File: src/rtl/core/bounded_array_list_engine_macros.svh
// assertion macros of the list engine, used by the sequencer module
`ifndef BOUNDED_ARRAY_LIST_ENGINE_MACROS_SVH
`define BOUNDED_ARRAY_LIST_ENGINE_MACROS_SVH

// same-cycle implication, sampled on clock, off during reset
`define BALE_ASSERT_NOW(lbl, ante, cons) \
   lbl: assert property (@(posedge clock) disable iff (reset) (ante) |-> (cons)) \
      else $error("bale assertion failed");

// next-cycle implication, sampled on clock, off during reset
`define BALE_ASSERT_NEXT(lbl, ante, cons) \
   lbl: assert property (@(posedge clock) disable iff (reset) (ante) |=> (cons)) \
      else $error("bale assertion failed");

`endif

File: src/rtl/core/bale_pkg.sv
// shared constants, types and helper functions of the list engine
package bale_pkg;

   localparam int CAPACITY   = 256;
   localparam int DATA_WIDTH = 32;

   localparam int IDX_W      = $clog2(CAPACITY);
   localparam int CNT_W      = $clog2(CAPACITY + 1);
   localparam int FUNC_W     = 3;
   localparam int POS_W      = 8;
   localparam int VALUE_W    = 32;
   localparam int DATA_OUT_W = 32;
   localparam int TALLY_W    = 9;
   localparam int STATUS_W   = 2;
   localparam int LEN_W      = 9;
   localparam int CMP_W      = (CNT_W > POS_W) ? CNT_W : POS_W;

   typedef logic [DATA_WIDTH-1:0] word_type;
   typedef logic [IDX_W-1:0]      idx_type;
   typedef logic [CNT_W-1:0]      cnt_type;

   typedef enum logic [FUNC_W-1:0] {
      FUNC_APPEND = 3'd0,
      FUNC_GET    = 3'd1,
      FUNC_SET    = 3'd2,
      FUNC_FIND   = 3'd3,
      FUNC_COUNT  = 3'd4,
      FUNC_DELETE = 3'd5,
      FUNC_CLEAR  = 3'd6
   } func_type;

   typedef enum logic [STATUS_W-1:0] {
      STATUS_OK    = 2'd0,
      STATUS_FULL  = 2'd1,
      STATUS_RANGE = 2'd2
   } status_type;

   // command broadcast to every cell of the row
   typedef struct packed {
      logic     rotate;
      logic     shift_down;
      logic     write;
      idx_type  index;
      word_type wdata;
   } cell_cmd_type;

   function automatic word_type to_word(input logic [VALUE_W-1:0] v);
      return DATA_WIDTH'(v);
   endfunction

   function automatic logic [DATA_OUT_W-1:0] widen(input word_type w);
      return DATA_OUT_W'($signed(w));
   endfunction

   function automatic logic pos_out_of_range(input logic [POS_W-1:0] pos,
                                             input cnt_type count);
      return CMP_W'(pos) >= CMP_W'(count);
   endfunction

endpackage

File: src/rtl/core/bale_cell.sv
// one storage cell of the word row
module bale_cell import bale_pkg::*; (
   input  logic         clock,
   input  idx_type      cell_idx,
   input  cell_cmd_type cmd,
   input  word_type     nbr_word,
   output word_type     word_out
);

   word_type word_ff;
   word_type word_in;

   always_comb begin
      word_in = word_ff;
      if (cmd.rotate) begin
         word_in = nbr_word;
      end else if (cmd.shift_down && (cell_idx >= cmd.index)) begin
         word_in = nbr_word;
      end else if (cmd.write && (cell_idx == cmd.index)) begin
         word_in = cmd.wdata;
      end
   end

   always_ff @(posedge clock) begin
      word_ff <= word_in;
   end

   assign word_out = word_ff;

endmodule

File: config.mk
export PLATFORM = sky130hd
export DESIGN_NAME = bale_cell
export DESIGN_NICKNAME = d
export VERILOG_FILES = /design/src/rtl/core/bounded_array_list_engine_macros.svh /design/src/rtl/core/bale_pkg.sv /design/src/rtl/core/bale_cell.sv
export SDC_FILE = /design/constraint.sdc
export NUM_CORES = 1
export LEC_CHECK = 0
export BUFFER_PORTS_ARGS = -buffer_cell sky130_fd_sc_hd__buf_2
export CORE_MARGIN = 4
export CORE_UTILIZATION = 51
export DETAILED_ROUTE_END_ITERATION = 8
export PLACE_DENSITY = 0.87
export SLEW_MARGIN = 0
export SYNTH_ARGS = -nofsm -noshare
export SYNTH_HDL_FRONTEND = slang
export SYNTH_SLANG_ARGS = --single-unit
File: constraint.sdc
create_clock -name clock -period 5 [get_ports clock]
set_input_delay 0 -clock clock [delete_from_list [all_inputs] [get_ports clock]]
set_output_delay 0 -clock clock [all_outputs]
set_load 0.02 [all_outputs]
== Word-level counts from Yosys, hierarchy flattened ==
Index checks and enable logic that the tools add are counted.

* Word-level logic and storage cells: 9
* Memory bits (writable): 0
* Input port bits: 84
* Bits in registers: 32
* Memories: 0
* Bits in latches: 0
* Bits in read-only memories: 0

* $mul: 0
* Shift operators: 0
* Add/subtract/negate cells: 0
* Bitwise operators: 0
* Reduce and logical (&&, ||, !) cells: 3
* $lt $le $gt $ge: 1
* Divide/modulo/power cells: 0
* Equality and inequality tests: 1
* Muxes and demuxes: 3

{| class="wikitable"
|+ Operators by type and width
! kind !! number
|-
| $mux W32 || 3
|-
| $eq A8 B8 Y1 || 1
|-
| $ge A8 B8 Y1 || 1
|-
| $reduce_bool A3 Y1 || 1
|-
| $logic_and A1 B1 Y1 || 2
|}

== Logic depth before layout (Yosys ltp) ==
Gate-level depths: netlist of the first run.

* Depth in word-level cells: 5
* Gate-level depth with buffers: 9
* Mapped depth without buffers: 6

== Least setup slack after synthesis of the first run ==
OpenSTA, ideal clock, no wires.

* Path kind: input port to flip-flop
* Start point: input cell_idx[0]
* End point: register word_ff[0], in the netlist word_out[0], enable pin
* Slack: 2.938 ns
* Path buffers: 2
* Required time: 4.644 ns
* Arrival: 1.706 ns
* Cell stages on the path: 8
* Library setup time: 0.356 ns
* Cells stage by stage: inv_1 -> ha_1 -> nand2b_4 -> a2111o_1 -> and4_4 -> buf_6 -> buf_12 -> nand3b_4

* Cells in the longest elaborated chain, start to end: 3
* Elaborated cells on any way between the ends: 5
* Those cells by class: order compare: 1; eq/ne: 1; reduce/logical: 3

{| class="wikitable"
|+ RTL lines
! element !! line !! source
|-
| start, declared || bale_cell.sv:4 || <nowiki>input idx_type cell_idx,</nowiki>
|-
| $ge A8 B8 Y1 or $eq A8 B8 Y1 (tied branches) || bale_cell.sv:17, bale_cell.sv:19 ||
|-
| $logic_and A1 B1 Y1 (on tied branches) || bale_cell.sv:17, bale_cell.sv:19 ||
|-
| $reduce_bool A3 Y1 (no source line) * || -- ||
|-
| end signal, assigned || bale_cell.sv:25 || <nowiki>word_ff <= word_in;</nowiki>
|-
| end, declared || bale_cell.sv:10 || <nowiki>word_type word_ff;</nowiki>
|}

Every way passes the cells marked *; elsewhere a longest branch is shown, timed or not.
A chain may end at the register's enable or synchronous reset.

== Worst setup path in the final report of the first run ==
* Start point: input cell_idx[0]
* End point: register word_ff[28], in the netlist word_out[28], enable pin

Same word-level chain as after synthesis.

==> results by group, run 1 <==
Detailed routing
  • Detail Route Antenna Nets: 0
  • Drc violations: 0
  • Drt total wl: 6679 µm
  • Drt wl/cell: 16.02 µm
  • Via count: 2436
  • 1st-iter DRT viols: 245
  • Pre-Repair DR Iteration Count: 4
  • Vias per cell: 5.842

Clock network
  • Post CTS Setup Buffer Count: 0
  • CTS root buf: clkbuf_8
  • CTS tree: built
  • H-tree depth: 2
  • Max clock buf depth: 2
  • Cts bufs inserted: 5
  • Worst-path clk slew: 0.07 ns
  • TritonCTS Sinks: 32
  • Hold_buf cts: 0
  • Post-CTS Resized: 0

GRT
  • Vias in the first global route: 2245
  • Overall Global Routing Usage: 0.2064
  • Largest net degree at the start of global routing: 38
  • Global route overflow: 0
  • Global-route wire length before repair: 10190 µm
  • Initial antenna violation count: 0

Place
  • Placer Congestion: 0.7922
  • DP Wirelength: 4597 µm
  • Port bufs: 115
  • Dpl cells: 409

Power
  • PD cells: 262.9 nW/µm²
  • Peak VDD IR: 116.7 µV
  • Pleak: 1.459 nW

Status
  • Status: finished, final reports clean

Setup path
  • CP Class: input port to flop
  • WP data required: 4.92 ns
  • Critical path arrival: 2.64 ns
  • Crit. End Element: flop
  • Critical path origin: cell_idx[0]
  • Max FO, Critical Path: 33
  • CP Launch Type: input port

Hold path
  • Hold Crit Class: input port to flop
  • Worst Hold Launch: nbr_word[2]

Job
  • Max-cap violations: 0

STA
  • Fin. max-slew vios: 0
  • Final setup vio count: 0
  • RSZ-0062 raised after global routing: no
  • Slew @ Worst Pin: 1.250 ns
  • Final hold vios: 0
  • Total negative slack: 0 ns
  • Headroom to the max-slew limit: 0.1666
  • Max Fclk: 367.4 MHz
  • Final Critical Period: 2.722 ns
  • Tcrit/Tclk final: 0.5444

Die
  • Standard-cell rows: 25
  • Ports: 116
  • Starting density of the core: 0.5285
  • Core Footprint: 4723 µm²
  • Die width: 77.96 µm
  • Die Height: 77.96 µm
  • Die area: 6078 µm²

Logic synthesis
  • Synth Register Bits: 32
  • Net Count, Synth: 348
  • Syn Inst Count: 256
  • Yosys top cell area share: 0.3850
  • Synth Area per Inst: 9.751 µm²
  • Ys Warns: 0
  • XOR/XNOR share of the synthesized area: 0
  • Ranking of synthesized cells by area: edfxtp_1 38%, o211ai_2 15%, nand3_1 13%
  • Mux share of post-synthesis cell area: 0
  • Mapped Area: 2496 µm²
  • Synth Area in Adders: 0.04010
  • Yosys cell types: 25
  • Synth Area in Simple Gates: 0.2486
  • Largest family of logic cells by synthesized area: simple AND/OR/NAND/NOR gates
  • Top cell type by total area after synthesis: edfxtp_1
  • Synth Area in Compound Gates: 0.2416
  • Register area share after synthesis: 0.3850

Cells and area
  • Multi-input logic area: 1326 µm²
  • Layout cell share with drive strength beyond 1: 0.4543
  • Synthesis-to-finish area growth: 23.16%
  • Fillers: 413
  • Cell Count, Final, Fillers Out: 417
  • # nets final: 441
  • Max FFs per register: 32
  • Ant. Diodes: 0
  • Register area: 960.9 µm²
[synth_stat cells, drive strengths merged]
master and number:
a21oi 1, or2 1, a221oi 1, and3 33, nand2b 2, nand3b 1
nand3 65, ha 8, o21ai 33, a221o 1, o211ai 32, inv 8
nand4 1, and2 1, nor2 2, edfxtp 32, and4 2, buf 11
clkbuf 20, a2111o 1
[layer usage]
layer | vias up | share of wire | track usage
met1 | 1128 | 0.40 | 0.2450
met4 | 0 | 0.017 | 0.05594
met2 | 126 | 0.50 | 0.3724
met5 | - | 0 | 0
li1 | 1172 | - | -
met3 | 10 | 0.084 | 0.04640
[cell usage in the layout, fill, tap and decap left out, drive strengths merged, types with 2 or more instances in the layout]
master | synthesis | final
buf | 11 | 117
nand3 | 65 | 65
o21ai | 33 | 33
and3 | 33 | 33
edfxtp | 32 | 32
o211ai | 32 | 32
inv | 8 | 8
ha | 8 | 8
clkbuf | 20 | 5
clkinv | 0 | 3
nand2b | 2 | 2
and4 | 2 | 2
nor2 | 2 | 2
[power breakdown]
group          leakage [nW]  switching, W  internal (W)  total (W)
registers             0.320     0.0000113      0.000348   0.000359
clock network        0.0453     0.0000947     0.0000944   0.000189
logic                  1.09      0.000165     0.0000957   0.000260
total                  1.46      0.000271      0.000538   0.000808
[metrics by stage]
stage               total power, W  hold WS [ns]    util  instance area (µm²)  setup slack, ns
global route             0.0008387       0.04480  0.6509                 3074            2.128
floorplan                0.0005333        0.2224       -                 2496            2.938
CTS                      0.0008080       0.03206  0.6509                 3074            2.273
global placement         0.0006169        0.3172  0.6334                 2992            2.089
finish                   0.0008083       0.03310  0.6509                 3074            2.278
detailed placement       0.0006244        0.3232  0.6334                 2992            1.972
[cell families after synthesis]
family	count (synthesis)
AND/OR/NAND/NOR	108
AO/OA/AOI/OAI	69
buffers and inverters	39
flip-flops	32
adder cells (fa/ha/maj)	8
[worst paths after layout]
kind | depth (start not counted) | slack, ns | to
hold / removal | 3 | 0.03 | word_out[2]
setup / recovery | 7 | 2.28 | word_out[28]
[area by class of cell]
| cell class | count | area share |
|---|---|---|
| inverters | 8 | 0.009768 |
| flip-flops and latches | 32 | 0.3126 |
| well taps | 67 | 0.02727 |
| clock buffers | 5 | 0.02239 |
| multi-input cells | 185 | 0.4314 |
| repair buffers | 117 | 0.1921 |
| clock inverters | 3 | 0.004477 |
[worst max-delay path, stage by stage]
cell and delay [ns]:
buf_2 0.07, inv_1 0.04, ha_1 0.28, nand2b_4 0.11, a2111o_1 0.82, and4_4 0.76, nand3b_4 0.54
No activity file was read; power rests on OpenSTA's default activity.
==> run 2: changes to the inputs <==
--- a/config.mk
+++ b/config.mk
@@ -7,9 +7,9 @@
 export LEC_CHECK = 0
 export BUFFER_PORTS_ARGS = -buffer_cell sky130_fd_sc_hd__buf_2
 export CORE_MARGIN = 4
-export CORE_UTILIZATION = 51
+export CORE_UTILIZATION = 47
 export DETAILED_ROUTE_END_ITERATION = 8
-export PLACE_DENSITY = 0.87
+export PLACE_DENSITY = 0.81
 export SLEW_MARGIN = 0
 export SYNTH_ARGS = -nofsm -noshare
 export SYNTH_HDL_FRONTEND = slang
==> constraint.sdc (replaced) <==
create_clock -name clock -period 2.55 [get_ports clock]
set_input_delay 0 -clock clock [delete_from_list [all_inputs] [get_ports clock]]
set_output_delay 0 -clock clock [all_outputs]
set_load 0.02 [all_outputs]
==> run 2 against run 1 <==
Compared with the run above:
- final area grew 2.6%
- utilization down 3.7 points
- count of clock-buffer cells in the layout rose by 1
- critical path depth fell by 1
- first-iteration DRC count is 31% lower
- via count unchanged
- die area is 7.6% higher
- combinational power grew 100%
- worst hold slack improved by 0.00072 ns
- flip-flop and latch count did not move
- global-route usage is 0.89 points higher
- non-clock buffer count grew 7
- largest cell class unchanged
==> results by group, run 2 (synthesis results as in run 1) <==
Hold path
  • Hold Crit Class: input port to flop

Job
  • Max-cap violations: 0

GRT
  • Met2 Usage GRT: 0.3678
  • Global-route wire length before repair: 11000 µm
  • GR Layer Usage met3: 0.04102
  • Vias in the first global route: 2328
  • Global route overflow: 0
  • Largest net degree at the start of global routing: 38
  • Busiest metal layer after global routing: met2
  • Overall Global Routing Usage: 0.2153
  • Met1 Use GR: 0.2749
  • Initial antenna violation count: 0

Cells and area
  • Max FFs per register: 32
  • Most common cell after layout, fill and taps aside: buf_2
  • Commonest cells after routing, fill and taps aside: 115 x buf_2, 65 x nand3_1, 33 x o21ai_1, 33 x and3_1, 32 x edfxtp_1
  • # nets final: 448
  • Cell Count, Final, Fillers Out: 427
  • Synthesis-to-finish area growth: 26.42%
  • Layout cell share with drive strength beyond 1: 0.4650
  • Ant. Diodes: 0

Detailed routing
  • Pre-Repair DR Iteration Count: 4
  • Drc violations: 0
  • 1st-iter DRT viols: 169
  • Detail Route Antenna Nets: 0
  • Via count: 2436
  • Drt wl/cell: 16.25 µm
  • Drt total wl: 6940 µm
  • Vias per cell: 5.705

STA
  • Total negative slack: 0 ns
  • Final Critical Period: 1.794 ns
  • Max Fclk: 557.5 MHz
  • Slew @ Worst Pin: 1.134 ns
  • Worst setup margin: 0.7562 ns
  • Final hold vios: 0
  • Fin. max-slew vios: 0
  • Tcrit/Tclk final: 0.7035
  • RSZ-0062 raised after global routing: no
  • Headroom to the max-slew limit: 0.2440
  • Final setup vio count: 0

Die
  • Standard-cell rows: 26
  • Die width: 80.88 µm
  • Ports: 116
  • Core Footprint: 5140 µm²
  • Starting density of the core: 0.4856
  • Die Height: 80.88 µm
  • Die area: 6541 µm²

Place
  • Worst slack, placed: 0.5079 ns
  • Placer Congestion: 0.7727
  • DP Wirelength: 4852 µm
  • Port bufs: 115
  • Dpl cells: 419

Power
  • Pwr Total: 0.001707 W
  • Pleak: 1.504 nW
  • PD cells: 540.9 nW/µm²
  • Peak VDD IR: 335.8 µV

Clock network
  • Hold_buf cts: 0
  • Post-CTS Resized: 0
  • Post CTS Setup Buffer Count: 0
  • Max clock buf depth: 2
  • H-tree depth: 2
  • Worst-path clk slew: 0.07 ns
  • Cts bufs inserted: 5
  • CTS tree: built
  • CTS root buf: clkbuf_8
  • TritonCTS Sinks: 32

Setup path
  • Critical path arrival: 1.92 ns
  • WP data required: 2.68 ns
  • Max FO, Critical Path: 32
  • Crit. End Element: flop
  • CP Class: input port to flop
  • CP Launch Type: input port

Status
  • Status: finished, final reports clean
run 2: cell types whose count changed in the layout (fill, tap and decap cells not counted), sizes merged:
cell	change
buf	+7
clkinv	-2
bufinv	+1
clkbuf	+1
run 2: routing by layer:
metal / vias up / wire length, µm
met5: - / 0
met4: 0 / 67
met3: 6 / 619
met2: 129 / 3508
met1: 1117 / 2744
li1: 1184 / -
run 2: critical path: stages:
cell      delay, ns
buf_2          0.10
ha_1           0.30
a21oi_1        0.19
or2_1          0.89
nand3_1        0.23
o211ai_2       0.21
run 2: metrics by stage:
stage / util / hold WS [ns] / instance area (µm²)
6_report: 0.6139 / 0.03382 / 3156
5_1_grt: 0.6139 / 0.03943 / 3156
4_1_cts: 0.6139 / 0.02803 / 3156
3_5_place_dp: 0.5930 / 0.3273 / 3048
3_3_place_gp: 0.5930 / 0.3204 / 3048
2_1_floorplan: - / 0.2224 / 2496
run 2: cell type report:
type | instances | area [µm²]
Clock buffer | 6 | 72.57
Clock inverter | 2 | 35.03
Fill cell | 466 | 1984
Inverter | 8 | 30.03
Multi-Input combinational cell | 185 | 1326
Sequential cell | 32 | 960.9
Tap cell | 70 | 87.58
Timing Repair Buffer | 124 | 643.1
run 2: worst paths after layout:
path | end | cells past startpoint | slack [ns] | startpoint
max | word_out[17] | 6 | 0.76 | cell_idx[5]
min | word_out[6] | 3 | 0.03 | nbr_word[6]
run 2: where the power goes:
group	leakage [nW]	internal, W	switching [W]
registers	0.320	0.000682	0.0000216
clock network	0.0552	0.000290	0.000188
logic	1.13	0.000197	0.000329
total	1.50	0.00117	0.000539
