**src/rtl/core/bounded_array_list_engine_macros.svh**
```systemverilog
// assertion macros of the list engine, used by the sequencer module
`ifndef BOUNDED_ARRAY_LIST_ENGINE_MACROS_SVH
`define BOUNDED_ARRAY_LIST_ENGINE_MACROS_SVH

// same-cycle implication, sampled on clock, off during reset
`define BALE_ASSERT_NOW(lbl, ante, cons) \
   lbl: assert property (@(posedge clock) disable iff (reset) (ante) |-> (cons)) \
      else $error("bale assertion failed");

// next-cycle implication, sampled on clock, off during reset
`define BALE_ASSERT_NEXT(lbl, ante, cons) \
   lbl: assert property (@(posedge clock) disable iff (reset) (ante) |=> (cons)) \
      else $error("bale assertion failed");

`endif

```
**src/rtl/core/bale_pkg.sv**
```systemverilog
// shared constants, types and helper functions of the list engine
package bale_pkg;

   localparam int CAPACITY   = 256;
   localparam int DATA_WIDTH = 32;

   localparam int IDX_W      = $clog2(CAPACITY);
   localparam int CNT_W      = $clog2(CAPACITY + 1);
   localparam int FUNC_W     = 3;
   localparam int POS_W      = 8;
   localparam int VALUE_W    = 32;
   localparam int DATA_OUT_W = 32;
   localparam int TALLY_W    = 9;
   localparam int STATUS_W   = 2;
   localparam int LEN_W      = 9;
   localparam int CMP_W      = (CNT_W > POS_W) ? CNT_W : POS_W;

   typedef logic [DATA_WIDTH-1:0] word_type;
   typedef logic [IDX_W-1:0]      idx_type;
   typedef logic [CNT_W-1:0]      cnt_type;

   typedef enum logic [FUNC_W-1:0] {
      FUNC_APPEND = 3'd0,
      FUNC_GET    = 3'd1,
      FUNC_SET    = 3'd2,
      FUNC_FIND   = 3'd3,
      FUNC_COUNT  = 3'd4,
      FUNC_DELETE = 3'd5,
      FUNC_CLEAR  = 3'd6
   } func_type;

   typedef enum logic [STATUS_W-1:0] {
      STATUS_OK    = 2'd0,
      STATUS_FULL  = 2'd1,
      STATUS_RANGE = 2'd2
   } status_type;

   // command broadcast to every cell of the row
   typedef struct packed {
      logic     rotate;
      logic     shift_down;
      logic     write;
      idx_type  index;
      word_type wdata;
   } cell_cmd_type;

   function automatic word_type to_word(input logic [VALUE_W-1:0] v);
      return DATA_WIDTH'(v);
   endfunction

   function automatic logic [DATA_OUT_W-1:0] widen(input word_type w);
      return DATA_OUT_W'($signed(w));
   endfunction

   function automatic logic pos_out_of_range(input logic [POS_W-1:0] pos,
                                             input cnt_type count);
      return CMP_W'(pos) >= CMP_W'(count);
   endfunction

endpackage

```
**src/rtl/core/bale_if.sv**
```systemverilog
// transaction channels of the list engine: request and response
interface bale_req_if import bale_pkg::*; ();
   logic                      valid;
   logic                      ready;
   logic [FUNC_W-1:0]         func;
   logic [POS_W-1:0]          position;
   logic signed [VALUE_W-1:0] value;

   modport source (output valid, func, position, value, input ready);
   modport sink   (input valid, func, position, value, output ready);
endinterface

interface bale_rsp_if import bale_pkg::*; ();
   logic                         valid;
   logic                         ready;
   logic signed [DATA_OUT_W-1:0] data_out;
   logic [TALLY_W-1:0]           index_or_tally;
   logic                         found;
   logic [STATUS_W-1:0]          status;
   logic [LEN_W-1:0]             length;

   modport source (output valid, data_out, index_or_tally, found, status, length,
                   input ready);
   modport sink   (input valid, data_out, index_or_tally, found, status, length,
                   output ready);
endinterface

```
**src/rtl/core/bale_ctrl.sv**
```systemverilog
// sequencer: decodes transactions, rotates the cell row, builds responses
`include "bounded_array_list_engine_macros.svh"

module bale_ctrl import bale_pkg::*; (
   input  logic           clock,
   input  logic           reset,
   bale_req_if.sink       req_ch,
   bale_rsp_if.source     rsp_ch,
   input  word_type       head_word,
   output cell_cmd_type   cmd,
   output word_type       tail_word
);

   typedef enum logic [2:0] {
      ST_IDLE = 3'b001,
      ST_SCAN = 3'b010,
      ST_DONE = 3'b100
   } state_type;

   state_type  state_ff, state_in;
   cnt_type    count_ff, count_in;
   logic       rsp_valid_ff, rsp_valid_in;

   idx_type    step_ff, step_in;
   func_type   op_ff, op_in;
   idx_type    pos_ff, pos_in;
   word_type   val_ff, val_in;
   cnt_type    tally_ff, tally_in;
   logic       found_ff, found_in;
   word_type   data_ff, data_in;

   logic [DATA_OUT_W-1:0] rsp_data_ff, rsp_data_in;
   logic [TALLY_W-1:0]    rsp_tally_ff, rsp_tally_in;
   logic                  rsp_found_ff, rsp_found_in;
   status_type            rsp_status_ff, rsp_status_in;
   logic [LEN_W-1:0]      rsp_len_ff, rsp_len_in;

   logic     req_ready;
   logic     accept;
   logic     load_rsp;
   logic     match;
   func_type func;
   logic     append_grow;
   logic     scan_last;

   assign req_ready    = (state_ff == ST_IDLE) && (!rsp_valid_ff || rsp_ch.ready);
   assign req_ch.ready = req_ready;
   assign accept       = req_ch.valid && req_ready;
   assign func         = func_type'(req_ch.func);
   assign match        = (CNT_W'(step_ff) < count_ff) && (head_word == val_ff);
   assign append_grow  = accept && (func == FUNC_APPEND) && (count_ff < CNT_W'(CAPACITY));
   assign scan_last    = (state_ff == ST_SCAN) && (step_ff == IDX_W'(CAPACITY - 1));

   always_comb begin
      state_in      = state_ff;
      count_in      = count_ff;
      rsp_valid_in  = rsp_valid_ff && !rsp_ch.ready;
      step_in       = step_ff;
      op_in         = op_ff;
      pos_in        = pos_ff;
      val_in        = val_ff;
      tally_in      = tally_ff;
      found_in      = found_ff;
      data_in       = data_ff;
      rsp_data_in   = rsp_data_ff;
      rsp_tally_in  = rsp_tally_ff;
      rsp_found_in  = rsp_found_ff;
      rsp_status_in = rsp_status_ff;
      rsp_len_in    = rsp_len_ff;
      load_rsp      = 1'b0;
      cmd           = '0;
      tail_word     = head_word;

      unique case (state_ff)
         ST_IDLE: begin
            if (accept) begin
               rsp_data_in   = '0;
               rsp_tally_in  = '0;
               rsp_found_in  = 1'b0;
               rsp_status_in = STATUS_OK;
               op_in         = func;
               pos_in        = IDX_W'(req_ch.position);
               val_in        = to_word(req_ch.value);
               step_in       = '0;
               tally_in      = '0;
               found_in      = 1'b0;
               data_in       = '0;
               unique case (func) inside
                  FUNC_APPEND: begin
                     load_rsp = 1'b1;
                     if (count_ff >= CNT_W'(CAPACITY)) begin
                        rsp_status_in = STATUS_FULL;
                     end else begin
                        cmd.write = 1'b1;
                        cmd.index = IDX_W'(count_ff);
                        cmd.wdata = to_word(req_ch.value);
                        count_in  = count_ff + 1'b1;
                     end
                  end
                  FUNC_GET, FUNC_SET, FUNC_DELETE: begin
                     if (pos_out_of_range(req_ch.position, count_ff)) begin
                        load_rsp      = 1'b1;
                        rsp_status_in = STATUS_RANGE;
                     end else if (func == FUNC_DELETE) begin
                        load_rsp       = 1'b1;
                        cmd.shift_down = 1'b1;
                        cmd.index      = IDX_W'(req_ch.position);
                        count_in       = count_ff - 1'b1;
                     end else begin
                        state_in = ST_SCAN;
                     end
                  end
                  FUNC_FIND, FUNC_COUNT: begin
                     state_in = ST_SCAN;
                  end
                  FUNC_CLEAR: begin
                     load_rsp = 1'b1;
                     count_in = '0;
                  end
                  default: begin
                     load_rsp = 1'b1;
                  end
               endcase
            end
         end
         ST_SCAN: begin
            cmd.rotate = 1'b1;
            case (op_ff)
               FUNC_FIND: begin
                  if (match && !found_ff) begin
                     found_in = 1'b1;
                     tally_in = CNT_W'(step_ff);
                  end
               end
               FUNC_COUNT: begin
                  if (match) begin
                     tally_in = tally_ff + 1'b1;
                  end
               end
               FUNC_GET, FUNC_SET: begin
                  if (step_ff == pos_ff) begin
                     data_in = head_word;
                     if (op_ff == FUNC_SET) begin
                        tail_word = val_ff;
                     end
                  end
               end
               default: begin
               end
            endcase
            step_in = step_ff + 1'b1;
            if (step_ff == IDX_W'(CAPACITY - 1)) begin
               state_in = ST_DONE;
            end
         end
         ST_DONE: begin
            load_rsp      = 1'b1;
            rsp_data_in   = widen(data_ff);
            rsp_tally_in  = TALLY_W'(tally_ff);
            rsp_found_in  = found_ff;
            rsp_status_in = STATUS_OK;
            state_in      = ST_IDLE;
         end
         default: begin
            state_in = ST_IDLE;
         end
      endcase

      if (load_rsp) begin
         rsp_valid_in = 1'b1;
         rsp_len_in   = LEN_W'(count_in);
      end
   end

   always_ff @(posedge clock) begin
      if (reset) begin
         state_ff     <= ST_IDLE;
         count_ff     <= '0;
         rsp_valid_ff <= 1'b0;
      end else begin
         state_ff     <= state_in;
         count_ff     <= count_in;
         rsp_valid_ff <= rsp_valid_in;
      end
   end

   always_ff @(posedge clock) begin
      step_ff       <= step_in;
      op_ff         <= op_in;
      pos_ff        <= pos_in;
      val_ff        <= val_in;
      tally_ff      <= tally_in;
      found_ff      <= found_in;
      data_ff       <= data_in;
      rsp_data_ff   <= rsp_data_in;
      rsp_tally_ff  <= rsp_tally_in;
      rsp_found_ff  <= rsp_found_in;
      rsp_status_ff <= rsp_status_in;
      rsp_len_ff    <= rsp_len_in;
   end

   assign rsp_ch.valid          = rsp_valid_ff;
   assign rsp_ch.data_out       = rsp_data_ff;
   assign rsp_ch.index_or_tally = rsp_tally_ff;
   assign rsp_ch.found          = rsp_found_ff;
   assign rsp_ch.status         = rsp_status_ff;
   assign rsp_ch.length         = rsp_len_ff;

   `BALE_ASSERT_NOW(a_count_bound, 1'b1, count_ff <= CNT_W'(CAPACITY))
   `BALE_ASSERT_NEXT(a_append_grows, append_grow, count_ff == CNT_W'($past(count_ff) + 1'b1))
   `BALE_ASSERT_NEXT(a_scan_ends, scan_last, state_ff == ST_DONE)
   `BALE_ASSERT_NEXT(a_done_responds, state_ff == ST_DONE, rsp_valid_ff && (state_ff == ST_IDLE))

endmodule

```
**src/flat_wrapper.sv**
```systemverilog
// flat-port wrapper written by rule: the top's interface ports become plain ports
module bale_ctrl_flat import bale_pkg::*;
  (clock, reset, head_word, cmd, tail_word, req_ch_valid, req_ch_func, req_ch_position, req_ch_value, req_ch_ready, rsp_ch_valid, rsp_ch_data_out, rsp_ch_index_or_tally, rsp_ch_found, rsp_ch_status, rsp_ch_length, rsp_ch_ready);
  bale_req_if req_ch_i ();
  bale_rsp_if rsp_ch_i ();
  input  logic clock;
  input  logic reset;
  input  word_type head_word;
  output cell_cmd_type cmd;
  output word_type tail_word;
  input wire logic [$bits(req_ch_i.valid)-1:0] req_ch_valid;
  input wire logic [$bits(req_ch_i.func)-1:0] req_ch_func;
  input wire logic [$bits(req_ch_i.position)-1:0] req_ch_position;
  input wire logic [$bits(req_ch_i.value)-1:0] req_ch_value;
  output wire logic [$bits(req_ch_i.ready)-1:0] req_ch_ready;
  output wire logic [$bits(rsp_ch_i.valid)-1:0] rsp_ch_valid;
  output wire logic [$bits(rsp_ch_i.data_out)-1:0] rsp_ch_data_out;
  output wire logic [$bits(rsp_ch_i.index_or_tally)-1:0] rsp_ch_index_or_tally;
  output wire logic [$bits(rsp_ch_i.found)-1:0] rsp_ch_found;
  output wire logic [$bits(rsp_ch_i.status)-1:0] rsp_ch_status;
  output wire logic [$bits(rsp_ch_i.length)-1:0] rsp_ch_length;
  input wire logic [$bits(rsp_ch_i.ready)-1:0] rsp_ch_ready;
  assign req_ch_i.valid = req_ch_valid;
  assign req_ch_i.func = req_ch_func;
  assign req_ch_i.position = req_ch_position;
  assign req_ch_i.value = req_ch_value;
  assign req_ch_ready = req_ch_i.ready;
  assign rsp_ch_valid = rsp_ch_i.valid;
  assign rsp_ch_data_out = rsp_ch_i.data_out;
  assign rsp_ch_index_or_tally = rsp_ch_i.index_or_tally;
  assign rsp_ch_found = rsp_ch_i.found;
  assign rsp_ch_status = rsp_ch_i.status;
  assign rsp_ch_length = rsp_ch_i.length;
  assign rsp_ch_i.ready = rsp_ch_ready;
  bale_ctrl u_core (.clock(clock), .reset(reset), .req_ch(req_ch_i), .rsp_ch(rsp_ch_i), .head_word(head_word), .cmd(cmd), .tail_word(tail_word));
endmodule
```
**config.mk**
```make
export PLATFORM = sky130hd
export DESIGN_NAME = bale_ctrl_flat
export DESIGN_NICKNAME = d
export VERILOG_FILES = /design/src/rtl/core/bale_pkg.sv /design/src/rtl/core/bale_if.sv /design/src/rtl/core/bale_ctrl.sv /design/src/flat_wrapper.sv
export VERILOG_INCLUDE_DIRS = /design/src /design/src/rtl/core
export SDC_FILE = /design/constraint.sdc
export NUM_CORES = 1
export LEC_CHECK = 0
export ABC_AREA = 1
export BUFFER_PORTS_ARGS = -buffer_cell sky130_fd_sc_hd__buf_2
export CAP_MARGIN = 20
export CORE_ASPECT_RATIO = 1.5
export CORE_MARGIN = 10
export CORE_UTILIZATION = 59
export CTS_BUF_LIST = sky130_fd_sc_hd__clkbuf_16
export CTS_CLUSTER_DIAMETER = 30
export DETAILED_ROUTE_END_ITERATION = 16
export HOLD_SLACK_MARGIN = 0.02
export PLACE_DENSITY_LB_ADDON = 0.2
export REMOVE_ABC_BUFFERS = 1
export SETUP_SLACK_MARGIN = 0.3
export SYNTH_ARGS = -nofsm -noshare
export SYNTH_HDL_FRONTEND = slang
export SYNTH_SLANG_ARGS = --single-unit
```
**constraint.sdc**
```tcl
create_clock -name clock -period 10.62 [get_ports clock]
set_clock_uncertainty 0.15 [all_clocks]
set_input_delay 1.593 -clock clock [delete_from_list [all_inputs] [get_ports clock]]
set_output_delay 1.593 -clock clock [all_outputs]
set_load 0.01 [all_outputs]
```
# After elaboration in Yosys (flattened, before gate mapping)
# Cells that the tools add are included.
[word_totals] ff_bits=159 latch_bits=0 ram_bits=0 romBits=0 input_bits=79 out_inout_bits=130 elab_cells=128 memories=0
[classes] n_addsub=4 multipliers=0 div=0 order_cmp=3 n_eq_ne=28 shifts=0 n_mux=56 n_bitwise=0 n_reduce_logical=22
[ops] operator="32-bit two-way mux" count=8
[ops] operator="32-bit case mux with 2 select lines" count=2
[ops] operator="42-bit two-way mux" count=2
[ops] operator="9-bit two-way mux" count=8
[ops] operator="9-bit case mux with 2 select lines" count=3
[ops] operator="41-bit two-way mux" count=1
[ops] operator="32-bit == test" count=1
[ops] operator="8-bit case mux with 2 select lines" count=2
[ops] operator="9-bit case mux with 3 select lines" count=1
[ops] operator="8-bit two-way mux" count=3
[ops] operator="9-bit by 1-bit adder with 9-bit output (second input constant)" count=2
[ops] operator="3-bit by 2-bit == test with 1-bit output (second input constant)" count=5
[ops] operator="3-bit == test (second input constant)" count=5
[ops] operator="3-bit inequality test (second input constant)" count=5
[ops] operator="1-bit two-way mux" count=12
[ops] operator="3-bit two-way mux" count=4
[ops] operator="3-bit case mux with 2 select lines" count=2
[ops] operator="2-bit inequality test (second input constant)" count=5
[ops] operator="5-bit AND reduction" count=2
[ops] operator="3-bit by 1-bit == test with 1-bit output (second input constant)" count=3
[ops] operator="8-bit by 9-bit >= comparator with 1-bit output" count=1
[ops] operator="9-bit >= comparator (second input constant)" count=1
[ops] operator="8-bit by 9-bit less-than comparator with 1-bit output" count=1
[ops] operator="9-bit by 1-bit subtractor with 9-bit output (second input constant)" count=1
[ops] operator="other kinds (17)" count=33

# Longest topological paths before layout
# Gate-level depths: netlist of run 1.
[logic_depth] depth_word=7 ltp_mapped=16 ltp_nobuf=14

# Worst setup path after synthesis of run 1
# Ideal clock, no wire load.
[synth_path] path_type="input-to-reg" from="input port rsp_ch_ready" to="register u_core.data_ff[0], enable pin" setup_ns=0.461 t_arrival_ns=4.943 path_slack_ns=5.066 stages=6 path_buffers=0 cell_sequence="nor2_1 > nor2_2 > nand2_2 > inv_2 > nor2_1 > nor3_1"
[synth_between] elab_chain_len=5
[synth_rtl] item="start, declared" line="flat_wrapper.sv:22" rtl="input wire logic [$bits(rsp_ch_i.ready)-1:0] rsp_ch_ready;"
[synth_rtl] item="1-bit logical OR" line="bale_ctrl.sv:46" rtl="assign req_ready = (state_ff == ST_IDLE) && (!rsp_valid_ff || rsp_ch.ready);"
[synth_rtl] item="1-bit logical AND" line="bale_ctrl.sv:46"
[synth_rtl] item="net req_ch_ready" line="flat_wrapper.sv:15" rtl="output wire logic [$bits(req_ch_i.ready)-1:0] req_ch_ready;"
[synth_rtl] item="1-bit logical AND" line="bale_ctrl.sv:48" rtl="assign accept = req_ch.valid && req_ready;"
[synth_rtl] item="2-bit by 1-bit inequality test with 1-bit output (no source line)"
[synth_rtl] item="4-bit AND reduction (no source line)"
[synth_rtl] item="end signal, assigned" line="bale_ctrl.sv:194" rtl="data_ff <= data_in;"
[synth_rtl] item="end, declared" line="bale_ctrl.sv:30" rtl="word_type data_ff, data_in;"
# The timed path passes the listed nets, and every way through them passes these cells.
# A chain may end at the register's enable or synchronous reset.

==> flow_metrics.env, run 1 <==
export IMPL_utilization_pct=71.64
export IMPL_path_class="input port to output port"
export IMPL_post_place_ws_ps=5146
export IMPL_ir_drop_mv=0.1037
export IMPL_synth_seq_cells=159
export IMPL_ys_seq_area_share_pct=53.65
export IMPL_cts_tree="done"
export IMPL_cp_arrival_ps=3700
export IMPL_hold_start="u_core.data_ff[29]"
export IMPL_synth_warnings=0
export IMPL_worst_path_max_fanout=46
export IMPL_status="finished, final reports clean"
export IMPL_cts_root_buf="clkbuf_16"
export IMPL_dp_cells=1410
export IMPL_hold_buffers=0
export IMPL_crit_required_ps=8880
export IMPL_wl_per_cell_um=15.98
export IMPL_hp_class="flip-flop to flip-flop"
export IMPL_remaining_drc_errors=0
export IMPL_max_freq_mhz=183.6
export IMPL_clk_latency_ps=410
export IMPL_initial_core_util_pct=59.87
export IMPL_port_buffers=208
export IMPL_postSynthCellCount=1037
export IMPL_io_pins=209
export IMPL_clk_path_buf_depth=2
export IMPL_drv_slew=0
export IMPL_slew_headroom_pct=29.64
export IMPL_die_area_um2=20020
export IMPL_grt_overflow=0
export IMPL_setup_tns_ps=0
export IMPL_r2r_slack_ps=7410
export IMPL_netlist_area_leader_share_pct=50.64
export IMPL_ctsResizeCount=0
export IMPL_fin_ws_ps=5175
export IMPL_ys_types=39
export IMPL_max_stage_delay_ps=800
export IMPL_leakagePower_nw=5.191
export IMPL_rr_endpoint="u_core.tally_ff[4]"
export IMPL_path_clk_slew_ps=60
export IMPL_drt_iter0_markers=536
export IMPL_routed_wl_um=23070
export IMPL_tightest_slew_ps=1054
export IMPL_vias=7374
export IMPL_htree_levels=4
export IMPL_die_h_um=168.4
export IMPL_p_total_w=0.001756
export IMPL_maxCapViolCount=0
export IMPL_nets=1334
export IMPL_antenna_left=0
export IMPL_routabilityCongestion=0.9338
export IMPL_cts_buffers=17
export IMPL_synth_top_area_cell="edfxtp_1"
export IMPL_path_cells="buf_2 -> nor2_1 -> nor2_2 -> nand2_2 -> inv_2 -> nand3_1 -> a21oi_1 -> buf_2"
export IMPL_grt_pass1_wl_um=36450
export IMPL_grt_pass1_vias=7311
export IMPL_stdcell_count=1444
export IMPL_placementRows=54
export IMPL_synth_area_per_cell_um2=8.348
export IMPL_synthTopCellsByArea="edfxtp_1 51%, nand2_1 12%, nor2_1 8.1%"
export IMPL_cts_sinks=159
export IMPL_crit_reg2reg_launch="u_core.state_ff[2]"
export IMPL_via_per_inst=5.107
export IMPL_finalSetupViolations=0
export IMPL_n_antenna_cell=0
export IMPL_dr_pass1_iters=5
export IMPL_fin_crit_ps=5445
export IMPL_end_kind="output port"
export IMPL_timing_final_hold_violations=0
export IMPL_holdPathEnd="u_core.rsp_ch.data_out[29]"
export IMPL_cts_setup_buffers=0
export IMPL_synth_area_um2=8657
export IMPL_post_route_period_util_pct=51.27
export IMPL_grt_start_max_net_pins=65
export IMPL_die_x_um=118.9
export IMPL_dp_hpwl_um=17220
export IMPL_area_delta_synth_final_pct=19.66
export IMPL_crit_path_frequent_cell="buf_2"
export IMPL_cp_slowest_cell="inv_2"
export IMPL_antenna_found_initial=0
export IMPL_rsz0062_at_grt="false"
export IMPL_holdPathStages=2
export IMPL_track_usage_pct=22.85
export IMPL_power_density_nw_per_um2=169.6
export IMPL_r2r_worst_path_cells=9
export IMPL_core_um2=14460
export IMPL_drive_gt1_share_pct=22.52
export IMPL_critPathLaunchType="input port"
per-stage QoR:
stage / hold WS, ps / area, µm²
2_1_floorplan: 369.2 / 8453
3_3_place_gp: 369.6 / 9774
3_5_place_dp: 382.1 / 9774
4_1_cts: 393.7 / 10310
5_1_grt: 421.7 / 10360
6_report: 389.6 / 10360
flip-flops by register name, summed over array words and instances, names as in the netlist:
register                      cells
u_core.count_ff                   9
u_core.data_ff                   32
u_core.found_ff                   1
u_core.op_ff                      3
u_core.pos_ff                     8
u_core.rsp_ch.data_out           32
u_core.rsp_ch.found               1
u_core.rsp_ch.index_or_tally      9
u_core.rsp_ch.length              9
u_core.rsp_ch.status              2
u_core.rsp_ch.valid               1
u_core.state_ff                   3
u_core.step_ff                    8
u_core.tally_ff                   9
u_core.val_ff                    32
how the worst max path moves through the flow:
stage	slack [ps]	end	start
CTS	5130	cmd[37]	rsp_ch_ready
global route	4920	cmd[37]	rsp_ch_ready
floorplan	5070	u_core.data_ff[0]	rsp_ch_ready
global placement	5260	cmd[35]	rsp_ch_ready
detailed placement	5150	cmd[37]	rsp_ch_ready
finish	5170	cmd[37]	rsp_ch_ready
critical path: cells and delay by family:
family | cells | cell delay (ps)
and+or+nand+nor | 4 | 820
buffers and inverters | 3 | 1050
AOI/OAI and AO/OA | 1 | 250
power breakdown:
group          internal [W]  total (W)  switching (W)
Sequential         0.000790   0.000834      0.0000441
Clock              0.000301   0.000554       0.000253
Combinational      0.000119   0.000369       0.000249
Total               0.00121    0.00176       0.000546
cell usage after synthesis (all sizes together):
library cell,instances
nand2,293
nor2,194
inv,160
edfxtp,146
o21ai,52
a21oi,39
nand3,28
buf,23
ha,20
xor2,18
dfxtp,13
clkbuf,11
nor3,10
nand4,9
nor4,4
or2,4
xnor2,4
clkinv,3
nand3b,2
a21boi,1
a31oi,1
nor3b,1
o21bai,1
metal layers:
metal  share of wire [%]  up-vias  GRT usage (%)
met3                 6.0       49          5.290
met5                   0        -              0
li1                    -     3685              -
met2                  54      262          43.01
met4                 3.5        0          11.13
met1                  36     3378          22.90
cell type report:
class	instances	area, µm²
Clock buffer	17	425.4
Clock inverter	15	111.4
Fill cell	1179	4100
Inverter	163	611.8
Multi-Input combinational cell	681	3209
Sequential cell	159	4644
Tap cell	196	245.2
Timing Repair Buffer	213	1111
layout by cell type (no fill, tap or decap), types with 5 or more instances in the layout:
master / Yosys / final
nand2_1: 285 / 284
buf_2: 11 / 208
nor2_1: 186 / 186
inv_1: 153 / 154
edfxtp_1: 146 / 146
a21oi_1: 34 / 34
o21ai_1: 30 / 30
nand3_1: 25 / 24
o21ai_0: 22 / 22
ha_1: 20 / 20
xor2_1: 18 / 18
clkbuf_16: 0 / 17
dfxtp_1: 13 / 13
nor3_1: 10 / 9
nand4_1: 9 / 9
inv_2: 7 / 7
nand2_2: 5 / 6
inv_6: 0 / 6
nor2_2: 5 / 5
clkinv_1: 3 / 5
kinds of logic (layout without fill, tap and decap cells):
group	after synthesis	count (layout)	share of synthesized area, %
compound gates	94	94	5.853
buf+inv	197	408	9.423
fa+ha+maj	20	20	2.891
simple gates	545	545	25.96
flops	159	159	53.65
xor+xnor	22	22	2.226
Power figures use the tool's default switching activity.
==> inputs of run 2 (changes only) <==
--- a/config.mk
+++ b/config.mk
@@ -11,7 +11,7 @@
 export CAP_MARGIN = 20
 export CORE_ASPECT_RATIO = 1.5
 export CORE_MARGIN = 10
-export CORE_UTILIZATION = 59
+export CORE_UTILIZATION = 49
 export CTS_BUF_LIST = sky130_fd_sc_hd__clkbuf_16
 export CTS_CLUSTER_DIAMETER = 30
 export DETAILED_ROUTE_END_ITERATION = 16
==> constraint.sdc (replaced) <==
create_clock -name clock -period 4.76 [get_ports clock]
set_clock_uncertainty 0.15 [all_clocks]
set_input_delay 0.714 -clock clock [delete_from_list [all_inputs] [get_ports clock]]
set_output_delay 0.714 -clock clock [all_outputs]
set_load 0.01 [all_outputs]
==> run 2 against run 1 <==
Combinational power increased by 120%. Utilization down 11 points. Clock power rose to 2.5 times the previous value. Sequential share of layout area is 0.38 points lower. Largest power group unchanged.
==> flow_metrics.env, run 2 (same netlist as run 1, synthesis figures left out) <==
export IMPL_r2r_worst_path_cells=11
export IMPL_fin_crit_ps=3709
export IMPL_status="finished, final reports clean"
export IMPL_timing_final_hold_violations=0
export IMPL_setup_tns_ps=0
export IMPL_dr_pass1_iters=6
export IMPL_holdPathStages=1
export IMPL_io_pins=209
export IMPL_drive_gt1_share_pct=22.80
export IMPL_die_h_um=182.8
export IMPL_cts_setup_buffers=0
export IMPL_placementRows=59
export IMPL_tightest_slew_ps=840.8
export IMPL_cts_tree="done"
export IMPL_layout_commonest_cell="nand2_1"
export IMPL_cts_sinks=159
export IMPL_dp_hpwl_um=18090
export IMPL_cp_slowest_cell="dfxtp_1"
export IMPL_drt_iter0_markers=550
export IMPL_hold_buffers=0
export IMPL_clk_latency_ps=420
export IMPL_routabilityCongestion=0.9797
export IMPL_grt_overflow=0
export IMPL_area_delta_synth_final_pct=20.67
export IMPL_n_antenna_cell=0
export IMPL_max_freq_mhz=269.6
export IMPL_post_route_period_util_pct=77.93
export IMPL_nets=1336
export IMPL_worst_path_max_fanout=11
export IMPL_port_buffers=208
export IMPL_core_um2=17350
export IMPL_cts_root_buf="clkbuf_16"
export IMPL_clk_path_buf_depth=2
export IMPL_remaining_drc_errors=0
export IMPL_path_clk_slew_ps=70
export IMPL_antenna_left=0
export IMPL_grt_pass1_wl_um=37040
export IMPL_grt_pass1_vias=7198
export IMPL_cp_arrival_ps=2850
export IMPL_wl_per_cell_um=16.39
export IMPL_ctsResizeCount=0
export IMPL_path_cells="inv_1 -> ha_1 -> a21oi_1 -> o21ai_1 -> nand2_1 -> nand2_4 -> nor2_4 -> nand2_1 -> a21oi_1 -> buf_2"
export IMPL_r2r_slack_ps=1640
export IMPL_crit_required_ps=3900
export IMPL_max_stage_delay_ps=540
export IMPL_end_kind="output port"
export IMPL_cp_top_family="simple AND/OR/NAND/NOR gates"
export IMPL_vias=7337
export IMPL_critPathLaunchType="flip-flop"
export IMPL_ir_drop_mv=0.2535
export IMPL_initial_core_util_pct=49.90
export IMPL_worstPathBufferInverterCount=2
export IMPL_mostFrequentLayoutCells="284 x nand2_1, 208 x buf_2, 186 x nor2_1, 154 x inv_1, 146 x edfxtp_1"
export IMPL_via_per_inst=5.015
export IMPL_drv_slew=0
export IMPL_hp_class="input port to flip-flop"
export IMPL_track_usage_pct=20.12
export IMPL_grt_start_max_net_pins=48
export IMPL_rsz0062_at_grt="false"
export IMPL_path_class="flip-flop to output port"
export IMPL_path_depth=10
export IMPL_p_total_w=0.004091
export IMPL_die_x_um=128.5
export IMPL_cts_buffers=17
export IMPL_htree_levels=4
export IMPL_power_density_nw_per_um2=391.6
export IMPL_finalSetupViolations=0
export IMPL_routed_wl_um=23980
export IMPL_slew_headroom_pct=43.87
export IMPL_leakagePower_nw=5.238
export IMPL_antenna_found_initial=0
export IMPL_maxCapViolCount=0
export IMPL_die_area_um2=23490
[run 2: changes by cell type in the layout (fill, tap and decap cells not counted), sizes merged]
cell / change
clkinvlp: -2
buf: +2
bufinv: +3
clkinv: -1
[run 2: through the flow]
| step | instance area, µm² | hold slack, ps | instances | util [%] | setup WS (ps) |
|---|---|---|---|---|---|
| 6_report | 10450 | 326.8 | 1463 | 60.22 | 1051 |
| 2_1_floorplan | 8453 | 369.2 | 1003 | - | 85.50 |
| 3_3_place_gp | 9818 | 370.6 | 1430 | 56.60 | 1352 |
| 4_1_cts | 10430 | 304.4 | 1462 | 60.10 | 817.5 |
| 3_5_place_dp | 9818 | 380.0 | 1430 | 56.60 | 1292 |
| 5_1_grt | 10450 | 309.8 | 1463 | 60.22 | 908.5 |
[run 2: where the power goes]
part	leakage (nW)	internal [W]	total (W)	switching (W)
combinational	3.39	0.000258	0.000821	0.000563
sequential	1.55	0.00176	0.00186	0.0000999
clock	0.298	0.000834	0.00141	0.000575
[run 2: area by class of cell]
type | instances | area [µm²]
inverters | 163 | 611.8
multi-input cells | 681 | 3209
clock buffers | 17 | 425.4
well taps | 213 | 266.5
repair buffers | 215 | 1106
flip-flops and latches | 159 | 4644
fillers | 1564 | 6902
clock inverters | 15 | 182.7
[run 2: routing by layer]
metal | up-vias | wire length (µm) | track usage [%]
met5 | - | 0 | 0
met4 | 0 | 817 | 8.799
met3 | 52 | 1589 | 4.936
met2 | 251 | 12480 | 36.55
met1 | 3345 | 9098 | 21.35
li1 | 3689 | - | -
[run 2: final timing paths]
check / start / to
setup / recovery: u_core.count_ff[4] / cmd[34]
setup reg to reg: u_core.count_ff[4] / u_core.tally_ff[7]
hold reg to reg: u_core.data_ff[6] / u_core.rsp_ch.data_out[6]
hold / removal: req_ch_value[2] / u_core.val_ff[2]
